`src/rtl/pwm_prescaler_period_solver_defines.svh`:
```
// Assertion macros for the PWM prescaler and period solver.
`ifndef PWM_PRESCALER_PERIOD_SOLVER_DEFINES_SVH
`define PWM_PRESCALER_PERIOD_SOLVER_DEFINES_SVH
`ifndef SYNTHESIS
`define PPS_ASSERT(name, clk, rst, prop, msg) \
   name: assert property (@(posedge clk) disable iff (rst) prop) else $error(msg);
`define PPS_ASSERT_ALWAYS(name, clk, prop, msg) \
   name: assert property (@(posedge clk) prop) else $error(msg);
`else
`define PPS_ASSERT(name, clk, rst, prop, msg)
`define PPS_ASSERT_ALWAYS(name, clk, prop, msg)
`endif
`endif

```
`src/rtl/pps_pkg.sv`:
```
// Shared types and constants of the PWM prescaler and period solver.
package pps_pkg;
   localparam int DIV_W = 40;
   localparam int CSR_W = 29;

   localparam logic [29:0] SCALE_NS = 30'd1000000000;
   localparam logic [29:0] SCALE_US = 30'd1000000;
   localparam logic [29:0] SCALE_MS = 30'd1000;
   localparam logic [28:0] MEGA     = 29'd1000000;

   typedef enum logic [1:0] {
      CSR_TIMER_CLOCK = 2'd0,
      CSR_MAX_CLOCK   = 2'd1,
      CSR_TIMER_32BIT = 2'd2
   } csr_index_type;

   typedef struct packed {
      logic             go;
      logic [DIV_W-1:0] num;
      logic [DIV_W-1:0] den;
   } div_req_type;

   typedef struct packed {
      logic             done;
      logic [DIV_W-1:0] quo;
   } div_rsp_type;

   typedef enum logic [14:0] {
      S_IDLE  = 15'b000000000000001,
      S_TGT   = 15'b000000000000010,
      S_PRE   = 15'b000000000000100,
      S_MHZ   = 15'b000000000001000,
      S_SMALL = 15'b000000000010000,
      S_PDIV  = 15'b000000000100000,
      S_HALF  = 15'b000000001000000,
      S_W16   = 15'b000000010000000,
      S_A     = 15'b000000100000000,
      S_D     = 15'b000001000000000,
      S_PER   = 15'b000010000000000,
      S_ACT   = 15'b000100000000000,
      S_CHECK = 15'b001000000000000,
      S_AD    = 15'b010000000000000,
      S_OUT   = 15'b100000000000000
   } state_type;
endpackage

```
`src/rtl/pps_channels.sv`:
```
// Handshake channel interfaces for request and response items.
interface pps_req_if;
   logic        valid;
   logic        ready;
   logic [35:0] desired_freq_q8;
   modport source (output valid, output desired_freq_q8, input ready);
   modport sink (input valid, input desired_freq_q8, output ready);
endinterface

interface pps_rsp_if;
   logic        valid;
   logic        ready;
   logic [16:0] prescaler;
   logic [31:0] period_count;
   logic [29:0] actual_freq_hz;
   logic        ok;
   modport source (output valid, output prescaler, output period_count,
                   output actual_freq_hz, output ok, input ready);
   modport sink (input valid, input prescaler, input period_count,
                 input actual_freq_hz, input ok, output ready);
endinterface

```
`src/rtl/pps_divider.sv`:
```
// Restoring divider that produces one quotient bit per cycle.
module pps_divider import pps_pkg::*; (
   input  logic        clock,
   input  logic        reset,
   input  div_req_type req_i,
   output div_rsp_type rsp_o
);
   localparam int CW = $clog2(DIV_W);

   logic [DIV_W-1:0] rem_ff, rem_in, quo_ff, quo_in, den_ff, den_in;
   logic [CW-1:0]    cnt_ff, cnt_in;
   logic             busy_ff, busy_in, done_ff, done_in;
   logic [DIV_W:0]   trial, diff;
   logic             fits;

   assign trial = {rem_ff, quo_ff[DIV_W-1]};
   assign diff  = trial - {1'b0, den_ff};
   assign fits  = trial >= {1'b0, den_ff};

   always_comb begin
      rem_in  = rem_ff;
      quo_in  = quo_ff;
      den_in  = den_ff;
      cnt_in  = cnt_ff;
      busy_in = busy_ff;
      done_in = 1'b0;
      if (req_i.go) begin
         rem_in  = '0;
         quo_in  = req_i.num;
         den_in  = req_i.den;
         cnt_in  = '0;
         busy_in = 1'b1;
      end else if (busy_ff) begin
         rem_in = fits ? diff[DIV_W-1:0] : trial[DIV_W-1:0];
         quo_in = {quo_ff[DIV_W-2:0], fits};
         cnt_in = cnt_ff + 1'b1;
         if (cnt_ff == CW'(DIV_W - 1)) begin
            busy_in = 1'b0;
            done_in = 1'b1;
         end
      end
   end

   always_ff @(posedge clock) begin
      rem_ff <= rem_in;
      quo_ff <= quo_in;
      den_ff <= den_in;
      if (reset) begin
         cnt_ff  <= '0;
         busy_ff <= 1'b0;
         done_ff <= 1'b0;
      end else begin
         cnt_ff  <= cnt_in;
         busy_ff <= busy_in;
         done_ff <= done_in;
      end
   end

   assign rsp_o.done = done_ff;
   assign rsp_o.quo  = quo_ff;
endmodule

```
`src/rtl/pwm_prescaler_period_solver.sv`:
```
// Top level of the PWM prescaler and period solver.
//
//   Port   Direction  Carries
//   req    in         desired frequency, unsigned Q28.8 hertz
//   rsp    out        prescaler, period count, achieved frequency, ok flag
//   csr    in         timer clock, largest chip clock, counter width
//
// One item at a time. Each division runs on the shared divider; an item needs six to
// eight of them besides the halving, doubling and check steps, and each extra pass
// of the period search adds four more divisions.
// Reset is synchronous and loads the default register values.
// The result is held in rsp until taken, and req is ready only when idle.
`include "pwm_prescaler_period_solver_defines.svh"
module pwm_prescaler_period_solver import pps_pkg::*; (
   input  logic              clock,
   input  logic              reset,
   pps_req_if.sink           req,
   pps_rsp_if.source         rsp,
   input  logic              csr_we,
   input  logic [1:0]        csr_index,
   input  logic [CSR_W-1:0]  csr_wdata
);
   state_type   state_ff, state_in;
   logic [28:0] clk_ff;
   logic [8:0]  maxm_ff;
   logic        is32_ff;
   logic [35:0] q_ff, q_in;
   logic [29:0] scale_ff, scale_in;
   logic [31:0] target_ff, target_in, p_ff, p_in;
   logic [19:0] pre_ff, pre_in;
   logic [9:0]  mhz_ff, mhz_in;
   logic [28:0] a_ff, a_in, d_ff, d_in;
   logic [29:0] per2_ff, per2_in, act_ff, act_in;
   logic [41:0] prod_ff, prod_in;
   logic        big_ff, big_in, ok_ff, ok_in;
   div_req_type dreq_ff, dreq_in;
   div_rsp_type dresp;
   logic [DIV_W-1:0] qv;
   logic [40:0] prod_max;
   logic [29:0] scale_v;
   logic        fail;
   logic        rsp_set;
   logic        rsp_zero;
   logic        div_wait;

   pps_divider u_div (.clock(clock), .reset(reset), .req_i(dreq_ff), .rsp_o(dresp));

   assign qv       = dresp.quo;
   assign prod_max = 41'(p_ff) * 41'(maxm_ff);

   always_comb begin
      if (req.desired_freq_q8 >= 36'd256000) begin
         scale_v = SCALE_NS;
      end else if (req.desired_freq_q8 >= 36'd256) begin
         scale_v = SCALE_US;
      end else begin
         scale_v = SCALE_MS;
      end
   end

   always_comb begin
      state_in  = state_ff;
      q_in      = q_ff;
      scale_in  = scale_ff;
      target_in = target_ff;
      p_in      = p_ff;
      pre_in    = pre_ff;
      mhz_in    = mhz_ff;
      a_in      = a_ff;
      d_in      = d_ff;
      per2_in   = per2_ff;
      act_in    = act_ff;
      prod_in   = prod_ff;
      big_in    = big_ff;
      ok_in     = ok_ff;
      dreq_in   = '{go: 1'b0, num: dreq_ff.num, den: dreq_ff.den};
      fail      = 1'b0;
      case (state_ff)
         S_IDLE: begin
            if (req.valid) begin
               q_in     = req.desired_freq_q8;
               scale_in = scale_v;
               if (req.desired_freq_q8 == '0) begin
                  fail = 1'b1;
               end else begin
                  dreq_in  = '{go: 1'b1,
                     num: DIV_W'({scale_v, 9'b0}) + DIV_W'(req.desired_freq_q8),
                     den: DIV_W'({req.desired_freq_q8, 1'b0})};
                  state_in = S_TGT;
               end
            end
         end
         S_TGT: begin
            if (dresp.done) begin
               target_in = qv[31:0];
               p_in      = qv[31:0];
               dreq_in   = '{go: 1'b1, num: DIV_W'(clk_ff), den: DIV_W'(scale_ff)};
               state_in  = S_PRE;
            end
         end
         S_PRE: begin
            if (dresp.done) begin
               pre_in = qv[19:0];
               if (qv == '0) begin
                  dreq_in  = '{go: 1'b1, num: DIV_W'(clk_ff), den: DIV_W'(MEGA)};
                  state_in = S_MHZ;
               end else begin
                  state_in = S_HALF;
               end
            end
         end
         S_MHZ: begin
            if (dresp.done) begin
               mhz_in = qv[9:0];
               if (maxm_ff == '0 || scale_ff == SCALE_MS) begin
                  fail = 1'b1;
               end else begin
                  big_in   = prod_max > 41'h0FFFFFFFF;
                  prod_in  = 42'(p_ff) * 42'(qv[9:0]);
                  state_in = S_SMALL;
               end
            end
         end
         S_SMALL: begin
            if (big_ff) begin
               pre_in = 20'(mhz_ff);
               if (scale_ff == SCALE_NS) begin
                  dreq_in  = '{go: 1'b1, num: DIV_W'(p_ff), den: DIV_W'(SCALE_MS)};
                  state_in = S_PDIV;
               end else begin
                  state_in = S_W16;
               end
            end else if (prod_ff[41:32] != '0) begin
               fail = 1'b1;
            end else begin
               pre_in = 20'd1;
               if (scale_ff == SCALE_NS) begin
                  dreq_in  = '{go: 1'b1, num: DIV_W'(prod_ff[31:0]),
                               den: DIV_W'(SCALE_MS)};
                  state_in = S_PDIV;
               end else begin
                  p_in     = prod_ff[31:0];
                  state_in = S_W16;
               end
            end
         end
         S_PDIV: begin
            if (dresp.done) begin
               p_in     = qv[31:0];
               state_in = S_W16;
            end
         end
         S_HALF: begin
            if (pre_ff > 20'h10000) begin
               if (p_ff >= 32'h80000000) begin
                  fail = 1'b1;
               end else begin
                  pre_in = pre_ff >> 1;
                  p_in   = p_ff << 1;
               end
            end else begin
               state_in = S_W16;
            end
         end
         S_W16: begin
            if (!is32_ff && p_ff >= 32'h10000) begin
               if (pre_ff > 20'h8000) begin
                  fail = 1'b1;
               end else begin
                  pre_in = pre_ff << 1;
                  p_in   = p_ff >> 1;
               end
            end else if (p_ff == '0 || pre_ff == '0) begin
               fail = 1'b1;
            end else begin
               dreq_in  = '{go: 1'b1, num: DIV_W'(clk_ff), den: DIV_W'(pre_ff)};
               state_in = S_A;
            end
         end
         S_A: begin
            if (dresp.done) begin
               a_in     = qv[28:0];
               dreq_in  = '{go: 1'b1, num: DIV_W'(qv[28:0]), den: DIV_W'(p_ff)};
               state_in = S_D;
            end
         end
         S_D: begin
            if (dresp.done) begin
               d_in = qv[28:0];
               if (qv == '0) begin
                  fail = 1'b1;
               end else begin
                  dreq_in  = '{go: 1'b1, num: DIV_W'(scale_ff), den: DIV_W'(qv[28:0])};
                  state_in = S_PER;
               end
            end
         end
         S_PER: begin
            if (dresp.done) begin
               per2_in = qv[29:0];
               if (qv == '0) begin
                  fail = 1'b1;
               end else begin
                  dreq_in  = '{go: 1'b1, num: DIV_W'(scale_ff), den: DIV_W'(qv[29:0])};
                  state_in = S_ACT;
               end
            end
         end
         S_ACT: begin
            if (dresp.done) begin
               act_in   = qv[29:0];
               state_in = S_CHECK;
            end
         end
         S_CHECK: begin
            if ({2'b0, per2_ff} < target_ff || {act_ff, 8'b0} > {2'b0, q_ff}) begin
               dreq_in  = '{go: 1'b1, num: DIV_W'(a_ff), den: DIV_W'(d_ff)};
               state_in = S_AD;
            end else begin
               ok_in    = 1'b1;
               state_in = S_OUT;
            end
         end
         S_AD: begin
            if (dresp.done) begin
               p_in     = qv[31:0] + 32'd1;
               dreq_in  = '{go: 1'b1, num: DIV_W'(a_ff),
                            den: DIV_W'(qv[31:0] + 32'd1)};
               state_in = S_D;
            end
         end
         S_OUT: begin
            if (rsp.ready) begin
               state_in = S_IDLE;
            end
         end
         default: begin
            state_in = S_IDLE;
         end
      endcase
      if (fail) begin
         pre_in   = '0;
         p_in     = '0;
         act_in   = '0;
         ok_in    = 1'b0;
         dreq_in  = '{go: 1'b0, num: dreq_ff.num, den: dreq_ff.den};
         state_in = S_OUT;
      end
   end

   always_ff @(posedge clock) begin
      q_ff      <= q_in;
      scale_ff  <= scale_in;
      target_ff <= target_in;
      p_ff      <= p_in;
      pre_ff    <= pre_in;
      mhz_ff    <= mhz_in;
      a_ff      <= a_in;
      d_ff      <= d_in;
      per2_ff   <= per2_in;
      act_ff    <= act_in;
      prod_ff   <= prod_in;
      big_ff    <= big_in;
      ok_ff     <= ok_in;
      dreq_ff.num <= dreq_in.num;
      dreq_ff.den <= dreq_in.den;
      if (reset) begin
         state_ff   <= S_IDLE;
         dreq_ff.go <= 1'b0;
      end else begin
         state_ff   <= state_in;
         dreq_ff.go <= dreq_in.go;
      end
   end

   always_ff @(posedge clock) begin
      if (reset) begin
         clk_ff  <= 29'd84000000;
         maxm_ff <= 9'd168;
         is32_ff <= 1'b0;
      end else if (csr_we) begin
         case (csr_index)
            CSR_TIMER_CLOCK: clk_ff  <= csr_wdata[28:0];
            CSR_MAX_CLOCK:   maxm_ff <= csr_wdata[8:0];
            CSR_TIMER_32BIT: is32_ff <= csr_wdata[0];
            default: begin
            end
         endcase
      end
   end

   assign req.ready          = state_ff == S_IDLE;
   assign rsp.valid          = state_ff == S_OUT;
   assign rsp.prescaler      = pre_ff[16:0];
   assign rsp.period_count   = p_ff;
   assign rsp.actual_freq_hz = act_ff;
   assign rsp.ok             = ok_ff;

   assign rsp_set  = rsp.prescaler != '0 && rsp.period_count != '0;
   assign rsp_zero = rsp.prescaler == '0 && rsp.period_count == '0 &&
                     rsp.actual_freq_hz == '0;
   assign div_wait = state_ff inside {S_TGT, S_PRE, S_MHZ, S_PDIV, S_A, S_D, S_PER,
                                      S_ACT, S_AD};

   `PPS_ASSERT(a_ok_nonzero, clock, reset, rsp.valid && rsp.ok |-> rsp_set, "ok item zeroed")
   `PPS_ASSERT(a_fail_zero, clock, reset, rsp.valid && !rsp.ok |-> rsp_zero, "failed item set")
   `PPS_ASSERT(a_one_item, clock, reset, req.valid && req.ready |=> !req.ready, "item while busy")
   `PPS_ASSERT(a_div_wait, clock, reset, dresp.done |-> div_wait, "quotient outside a wait state")
endmodule
```
`src/flat_wrapper.sv`:
```
// flat-port wrapper written by rule: the top's interface ports become plain ports
module pwm_prescaler_period_solver_flat import pps_pkg::*;
  (clock, reset, csr_we, csr_index, csr_wdata, req_valid, req_desired_freq_q8, req_ready, rsp_valid, rsp_prescaler, rsp_period_count, rsp_actual_freq_hz, rsp_ok, rsp_ready);
  pps_req_if req_i ();
  pps_rsp_if rsp_i ();
  input  logic clock;
  input  logic reset;
  input  logic csr_we;
  input  logic [1:0] csr_index;
  input  logic [CSR_W-1:0] csr_wdata;
  input wire logic [$bits(req_i.valid)-1:0] req_valid;
  input wire logic [$bits(req_i.desired_freq_q8)-1:0] req_desired_freq_q8;
  output wire logic [$bits(req_i.ready)-1:0] req_ready;
  output wire logic [$bits(rsp_i.valid)-1:0] rsp_valid;
  output wire logic [$bits(rsp_i.prescaler)-1:0] rsp_prescaler;
  output wire logic [$bits(rsp_i.period_count)-1:0] rsp_period_count;
  output wire logic [$bits(rsp_i.actual_freq_hz)-1:0] rsp_actual_freq_hz;
  output wire logic [$bits(rsp_i.ok)-1:0] rsp_ok;
  input wire logic [$bits(rsp_i.ready)-1:0] rsp_ready;
  assign req_i.valid = req_valid;
  assign req_i.desired_freq_q8 = req_desired_freq_q8;
  assign req_ready = req_i.ready;
  assign rsp_valid = rsp_i.valid;
  assign rsp_prescaler = rsp_i.prescaler;
  assign rsp_period_count = rsp_i.period_count;
  assign rsp_actual_freq_hz = rsp_i.actual_freq_hz;
  assign rsp_ok = rsp_i.ok;
  assign rsp_i.ready = rsp_ready;
  pwm_prescaler_period_solver u_core (.clock(clock), .reset(reset), .req(req_i), .rsp(rsp_i), .csr_we(csr_we), .csr_index(csr_index), .csr_wdata(csr_wdata));
endmodule
```
`config.mk`:
```
export PLATFORM = sky130hd
export DESIGN_NAME = pwm_prescaler_period_solver_flat
export DESIGN_NICKNAME = d
export VERILOG_FILES = /design/src/rtl/pps_pkg.sv /design/src/rtl/pps_channels.sv /design/src/rtl/pps_divider.sv /design/src/rtl/pwm_prescaler_period_solver.sv /design/src/flat_wrapper.sv
export VERILOG_INCLUDE_DIRS = /design/src /design/src/rtl
export SDC_FILE = /design/constraint.sdc
export NUM_CORES = 2
export LEC_CHECK = 0
export BUFFER_PORTS_ARGS = -buffer_cell sky130_fd_sc_hd__buf_4
export CORE_UTILIZATION = 30
export CTS_CLUSTER_DIAMETER = 200
export DETAILED_ROUTE_END_ITERATION = 16
export GPL_ROUTABILITY_DRIVEN = 0
export PLACE_DENSITY = 0.49
export SETUP_SLACK_MARGIN = 0.5
export SYNTH_ARGS = -nofsm -noshare
export SYNTH_HDL_FRONTEND = slang
export SYNTH_SLANG_ARGS = --single-unit
```
`constraint.sdc`:
```
create_clock -name clock -period 16.1 [get_ports clock]
set_input_delay 2.415 -clock clock [delete_from_list [all_inputs] [get_ports clock]]
set_output_delay 2.415 -clock clock [all_outputs]
set_load 0.005 [all_outputs]
```
-- Yosys cells after proc, flatten, opt, wreduce, memory -nomap -nowiden
Cells that the tools add are included.
- input port bits: 72
- register bits: 585
- output and inout port bits: 82
- mux-type cells: 84
- bitwise operators: 4
- eq/ne operators: 69
- $add $sub $neg: 5
- $lt $le $gt $ge: 10
- multipliers: 2
- reductions and logical operators: 39
- operator list (cell ; number):
    two-way mux 81 bit ; 18
    case mux 81 bit (10 select lines) ; 1
    two-way mux 15 bit ; 21
    two-way mux 32 bit ; 9
    case mux 15 bit (14 select lines) ; 1
    two-way mux 20 bit ; 8
    case mux 32 bit (5 select lines) ; 1
    two-way mux 40 bit ; 3
    case mux 20 bit (4 select lines) ; 1
    AND reduction 18 bit ; 3
    inequality test 3 x 2 -> 1 bit (second input constant) ; 16
    inequality test 2 bit (second input constant) ; 22
    multiplier 32 x 10 -> 42 bit ; 1
    >= comparator 41 x 40 -> 1 bit ; 1
    greater-than comparator 41 x 32 -> 1 bit (second input constant) ; 1
    multiplier 32 x 9 -> 41 bit ; 1
    adder 39 x 36 -> 40 bit ; 1
    zero test 40 bit ; 1
    subtractor 40 bit ; 1
    greater-than comparator 38 x 36 -> 1 bit ; 1
    >= comparator 36 x 18 -> 1 bit (second input constant) ; 1
    >= comparator 36 x 9 -> 1 bit (second input constant) ; 1
    zero test 36 bit ; 1
    adder 32 x 1 -> 33 bit (second input constant) ; 1
    53 further kinds ; 97

-- Depth between registers and ports, before layout
- word-level depth: 7
- mapped depth: 24
- depth with buffers taken out: 21

-- Modules after synthesis
Synthesis repeated with hierarchy kept, for this count alone.
- cell total of the unflattened synthesis: 4929
- area, all modules: 46890.0 um^2
- modules (own cells, without submodules) (module ; area each (um^2) ; seq. area each (um^2) ; times used ; cells each):
    pwm_prescaler_period_solver ; 39425.3 ; 11501.0 ; 1 ; 4164
    pps_divider ; 7464.7 ; 3363.2 ; 1 ; 765

-- Least setup slack after synthesis
No wires, ideal clock.
- path type: input to register
- start point: input port req_desired_freq_q8[19]
- end point: register u_core.dreq_ff[80] in the netlist's numbering
- stages on the path: 9
- arrival: 9.182 ns
- path slack: 6.831 ns
- cells stage by stage: clkbuf_1 > nor4_1 > nand3_1 > nor2_1 > and3_1 > o21ai_0 > nand3_1 > nor3_1 > and3b_1
- word-level cells in the longest chain between the ends: 5
- elaborated cells between the ends (all ways): 8
- ends and longest elaborated chain (element ; line ; RTL):
    start: declaration ; flat_wrapper.sv:12 ; input wire logic [$bits(req_i.desired_freq_q8)-1:0] req_desired_freq_q8;
    zero test 36 bit * ; pwm_prescaler_period_solver.sv:83 ; if (req.desired_freq_q8 == '0) begin
    two-way mux 1 bit ; pwm_prescaler_period_solver.sv:83 ;
    two-way mux 1 bit ; pwm_prescaler_period_solver.sv:80 ; if (req.valid) begin
    case mux 1 bit (6 select lines) ; pwm_prescaler_period_solver.sv:78 ; case (state_ff)
    OR reduction 2 bit (no line) ; -- ;
    end: declaration ; pwm_prescaler_period_solver.sv:36 ; div_req_type dreq_ff, dreq_in;
Every way passes the cells marked *; elsewhere a longest branch is shown, timed or not. The select of a mux whose other input is x is not followed.
A chain may end at the register's enable or synchronous reset.

-- Worst setup path after layout
- start point: register u_core.u_div.quo_ff[6]
- end point: register u_core.prod_ff[41] (data pin)
- word-level cells in the longest chain between the ends: 1
- ends and longest elaborated chain (element ; line ; RTL):
    start: declaration ; pps_divider.sv:10 ; logic [DIV_W-1:0] rem_ff, rem_in, quo_ff, quo_in, den_ff, den_in;
    start signal: assignment ; pps_divider.sv:46 ; quo_ff <= quo_in;
    multiplier 32 x 10 -> 42 bit ; pwm_prescaler_period_solver.sv:119 ; prod_in = 42'(p_ff) * 42'(qv[9:0]);
    end signal: assignment ; pwm_prescaler_period_solver.sv:262 ; prod_ff <= prod_in;
    end: declaration ; pwm_prescaler_period_solver.sv:34 ; logic [41:0] prod_ff, prod_in;
No other way between the ends.

==> qor.json <==
{
  "hpwl_um": 118000,
  "cap_viol_max_count": 0,
  "ctsRootBufferMaster": "clkbuf_16",
  "ff2ff_setup_slack_ps": 8970,
  "initial_utilization": 0.3023,
  "drc": 0,
  "die-area_um2": 156800,
  "timing.setup.tns_ps": 0,
  "ctsHtreeMaxLevel": 3,
  "die_width_um": 396.0,
  "status": "finished, final reports clean",
  "syn-mean-instance-area_um2": 9.443,
  "cts_made_buffers": 69,
  "seq_area_frac_synth": 0.3172,
  "finalWorstPathRequiredPeriod_ps": 7129,
  "worst_hold_path_type": "register to register",
  "mostFrequentLayoutCell": "nand2_1",
  "clkLatencyLatePin_ps": 660,
  "max_freq_mhz": 140.3,
  "yosys.cell_types.count": 95,
  "postCtsResizedCells": 0,
  "period_share": 0.4428,
  "synth_fp_nets": 5706,
  "multi_input_comb_area_um2": 28450,
  "initialDrtViolationCount": 3438,
  "tritoncts": "done",
  "hold_fails_final_rpt": 0,
  "skew_ps": 48.69,
  "grt_remaining_overflow": 0,
  "first_global_vias": 37783,
  "finalNetCount": 5699,
  "fp-row-count": 144,
  "drt-wirelength-per-cell_um": 23.51,
  "most_used_dff_post_synth": "edfxtp_1",
  "drive_above_1_share": 0.09496,
  "die_height_um": 396.0,
  "ctsHoldBuffers": 0,
  "finalSetupViolations": 0,
  "holdPathEnd": "u_core.u_div.den_ff[19]",
  "crit-reg2reg-launch": "u_core.u_div.quo_ff[6]",
  "slew_violations": 0,
  "clock_tree.buffer_depth": 3,
  "layout-area-overhead-vs-synth_pct": 12.19,
  "timing.setup.critical_path_class": "register to register",
  "relSlewSlack": 0.2084,
  "hold_path.startpoint": "u_core.dreq_ff[19]",
  "boundaryPins": 154,
  "startpoint_type": "register",
  "synthesis.yosys.warnings": 0,
  "cts_setup_buffers": 0,
  "grt_usage": 0.2098,
  "rr_worst_depth": 20,
  "cts.reportedPaths.clkPinSlew_ps": 70,
  "dr_total_vias": 37179,
  "timing.critical_path.required_ps": 16490,
  "grt_antenna_before_repair": 11,
  "layout.cells.most_common_list": "nand2_1 (688), inv_1 (541), fa_1 (450)",
  "asyncSetResetFlopFracSynth": 0,
  "fp.coreArea_um2": 154000,
  "synth_cells": 4932,
  "n_fill_cell": 15916,
  "worst_pin_slew_ps": 1175,
  "combined_flip_flop_and_latch_cell_area_um2": 14780,
  "path_max_fanout": 37,
  "grt_first_pass_wirelength_um": 248900,
  "crit-reg2reg-capture": "u_core.prod_ff[41]",
  "firstDrtPassIters": 8,
  "postSynthRegisterBits": 554,
  "port_buffers": 153,
  "route.detailed.vias_per_inst": 5.290,
  "cp.arrival_ps": 7510,
  "postRouteAntennaNets": 0,
  "rsz0062_at_grt": "false",
  "total_wirelength_of_the_detailed_routed_design_um": 165200,
  "clkSinkCount": 554,
  "hold_depth": 0,
  "synth_edf_count": 368,
  "synth.cell_area_um2": 46570,
  "grt_start_max_net_pins": 83,
  "end_kind": "register"
}
kinds of logic after synthesis:
family / after synthesis / synth area share
xor gates and xnor gates: 112 / 0.02106
AOI/OAI and AO/OA: 883 / 0.1279
and+or+nand+nor: 1699 / 0.1772
muxes: 94 / 0.02114
adders and majority gates: 702 / 0.2611
buffers and inverters: 888 / 0.07434
DFF: 554 / 0.3172
worst max-delay path: stages (launching register included):
cell and delay, ps:
edfxtp_1 610, buf_4 570, and2_1 240, fa_1 400, ha_1 300, inv_1 50
fa_1 500, fa_1 560, inv_1 60, fa_1 470, ha_1 410, a2111oi_0 470
o21ai_0 200, a22oi_1 470, o221a_2 360, a21o_1 130, nand3_1 110, or4_1 510
a41o_1 240, a21oi_2 140, xnor2_1 70
through the flow:
step	utilization	hold slack [ps]	cell area [um2]	setup slack [ps]	instances
floorplan	-	400.3	46570	6831	4932
global route	0.3391	422.7	52240	8598	7025
finish	0.3392	418.8	52250	8971	7028
global placement	0.3234	403.7	49810	9080	6897
detailed placement	0.3234	404.5	49820	9011	6898
CTS	0.3391	418.4	52240	8988	7025
cell type report:
| type | instances | area share |
|---|---|---|
| Multi-Input combinational cell | 3490 | 0.5445 |
| Sequential cell | 554 | 0.2829 |
| Tap cell | 2044 | 0.04895 |
| Inverter | 544 | 0.03908 |
| Timing Repair Buffer | 266 | 0.03817 |
| Clock buffer | 86 | 0.03659 |
| Clock inverter | 41 | 0.009746 |
| Antenna cell | 3 | 0.0001437 |
cell usage after synthesis, drive strengths merged (58+ instances only):
master	count	share of area
a21o	76	0.012
and2	313	0.042
xnor2	66	0.012
nand2	688	0.055
mux2i	59	0.013
buf	58	0.0074
ha	252	0.068
edfxtp	368	0.24
o21ai	163	0.018
a21oi	272	0.029
nand3	93	0.010
nand4	59	0.0079
fa	450	0.19
nor2	264	0.021
clkbuf	286	0.023
dfxtp	186	0.080
inv	543	0.044
registers in the layout (all words and copies together), names as in the netlist, 32 cells and up:
register	cells
u_core.u_div.den_ff	37
u_core.q_ff	36
u_core.u_div.rem_ff	40
u_core.u_div.quo_ff	40
u_core.prod_ff	42
u_core.target_ff	32
u_core.rsp.period_count	32
u_core.dreq_ff	78
worst max-delay path by stage:
stage / start / to / slack [ps]
global placement: u_core.u_div.quo_ff[4] / u_core.prod_ff[41] / 9080
finish: u_core.u_div.quo_ff[6] / u_core.prod_ff[41] / 8970
global route: u_core.u_div.quo_ff[6] / u_core.prod_ff[41] / 8600
detailed placement: u_core.u_div.quo_ff[4] / u_core.prod_ff[41] / 9010
floorplan: req_desired_freq_q8[19] / u_core.dreq_ff[80] / 6830
CTS: u_core.u_div.quo_ff[6] / u_core.prod_ff[41] / 8990
routing by layer:
layer  wire length [um]  vias to the layer above  share of wire  GRT usage
li1                   -                    16760              -          -
met1              70280                    18739           0.43     0.2766
met2              76280                     1374           0.46     0.3410
met3              10990                      296          0.067    0.03230
met4               7584                       10          0.046    0.08839
met5                 85                        -        0.00051          0
Power is not shown: default switching activity piles up to over one toggle a cycle in this logic, so the estimate is an artifact.
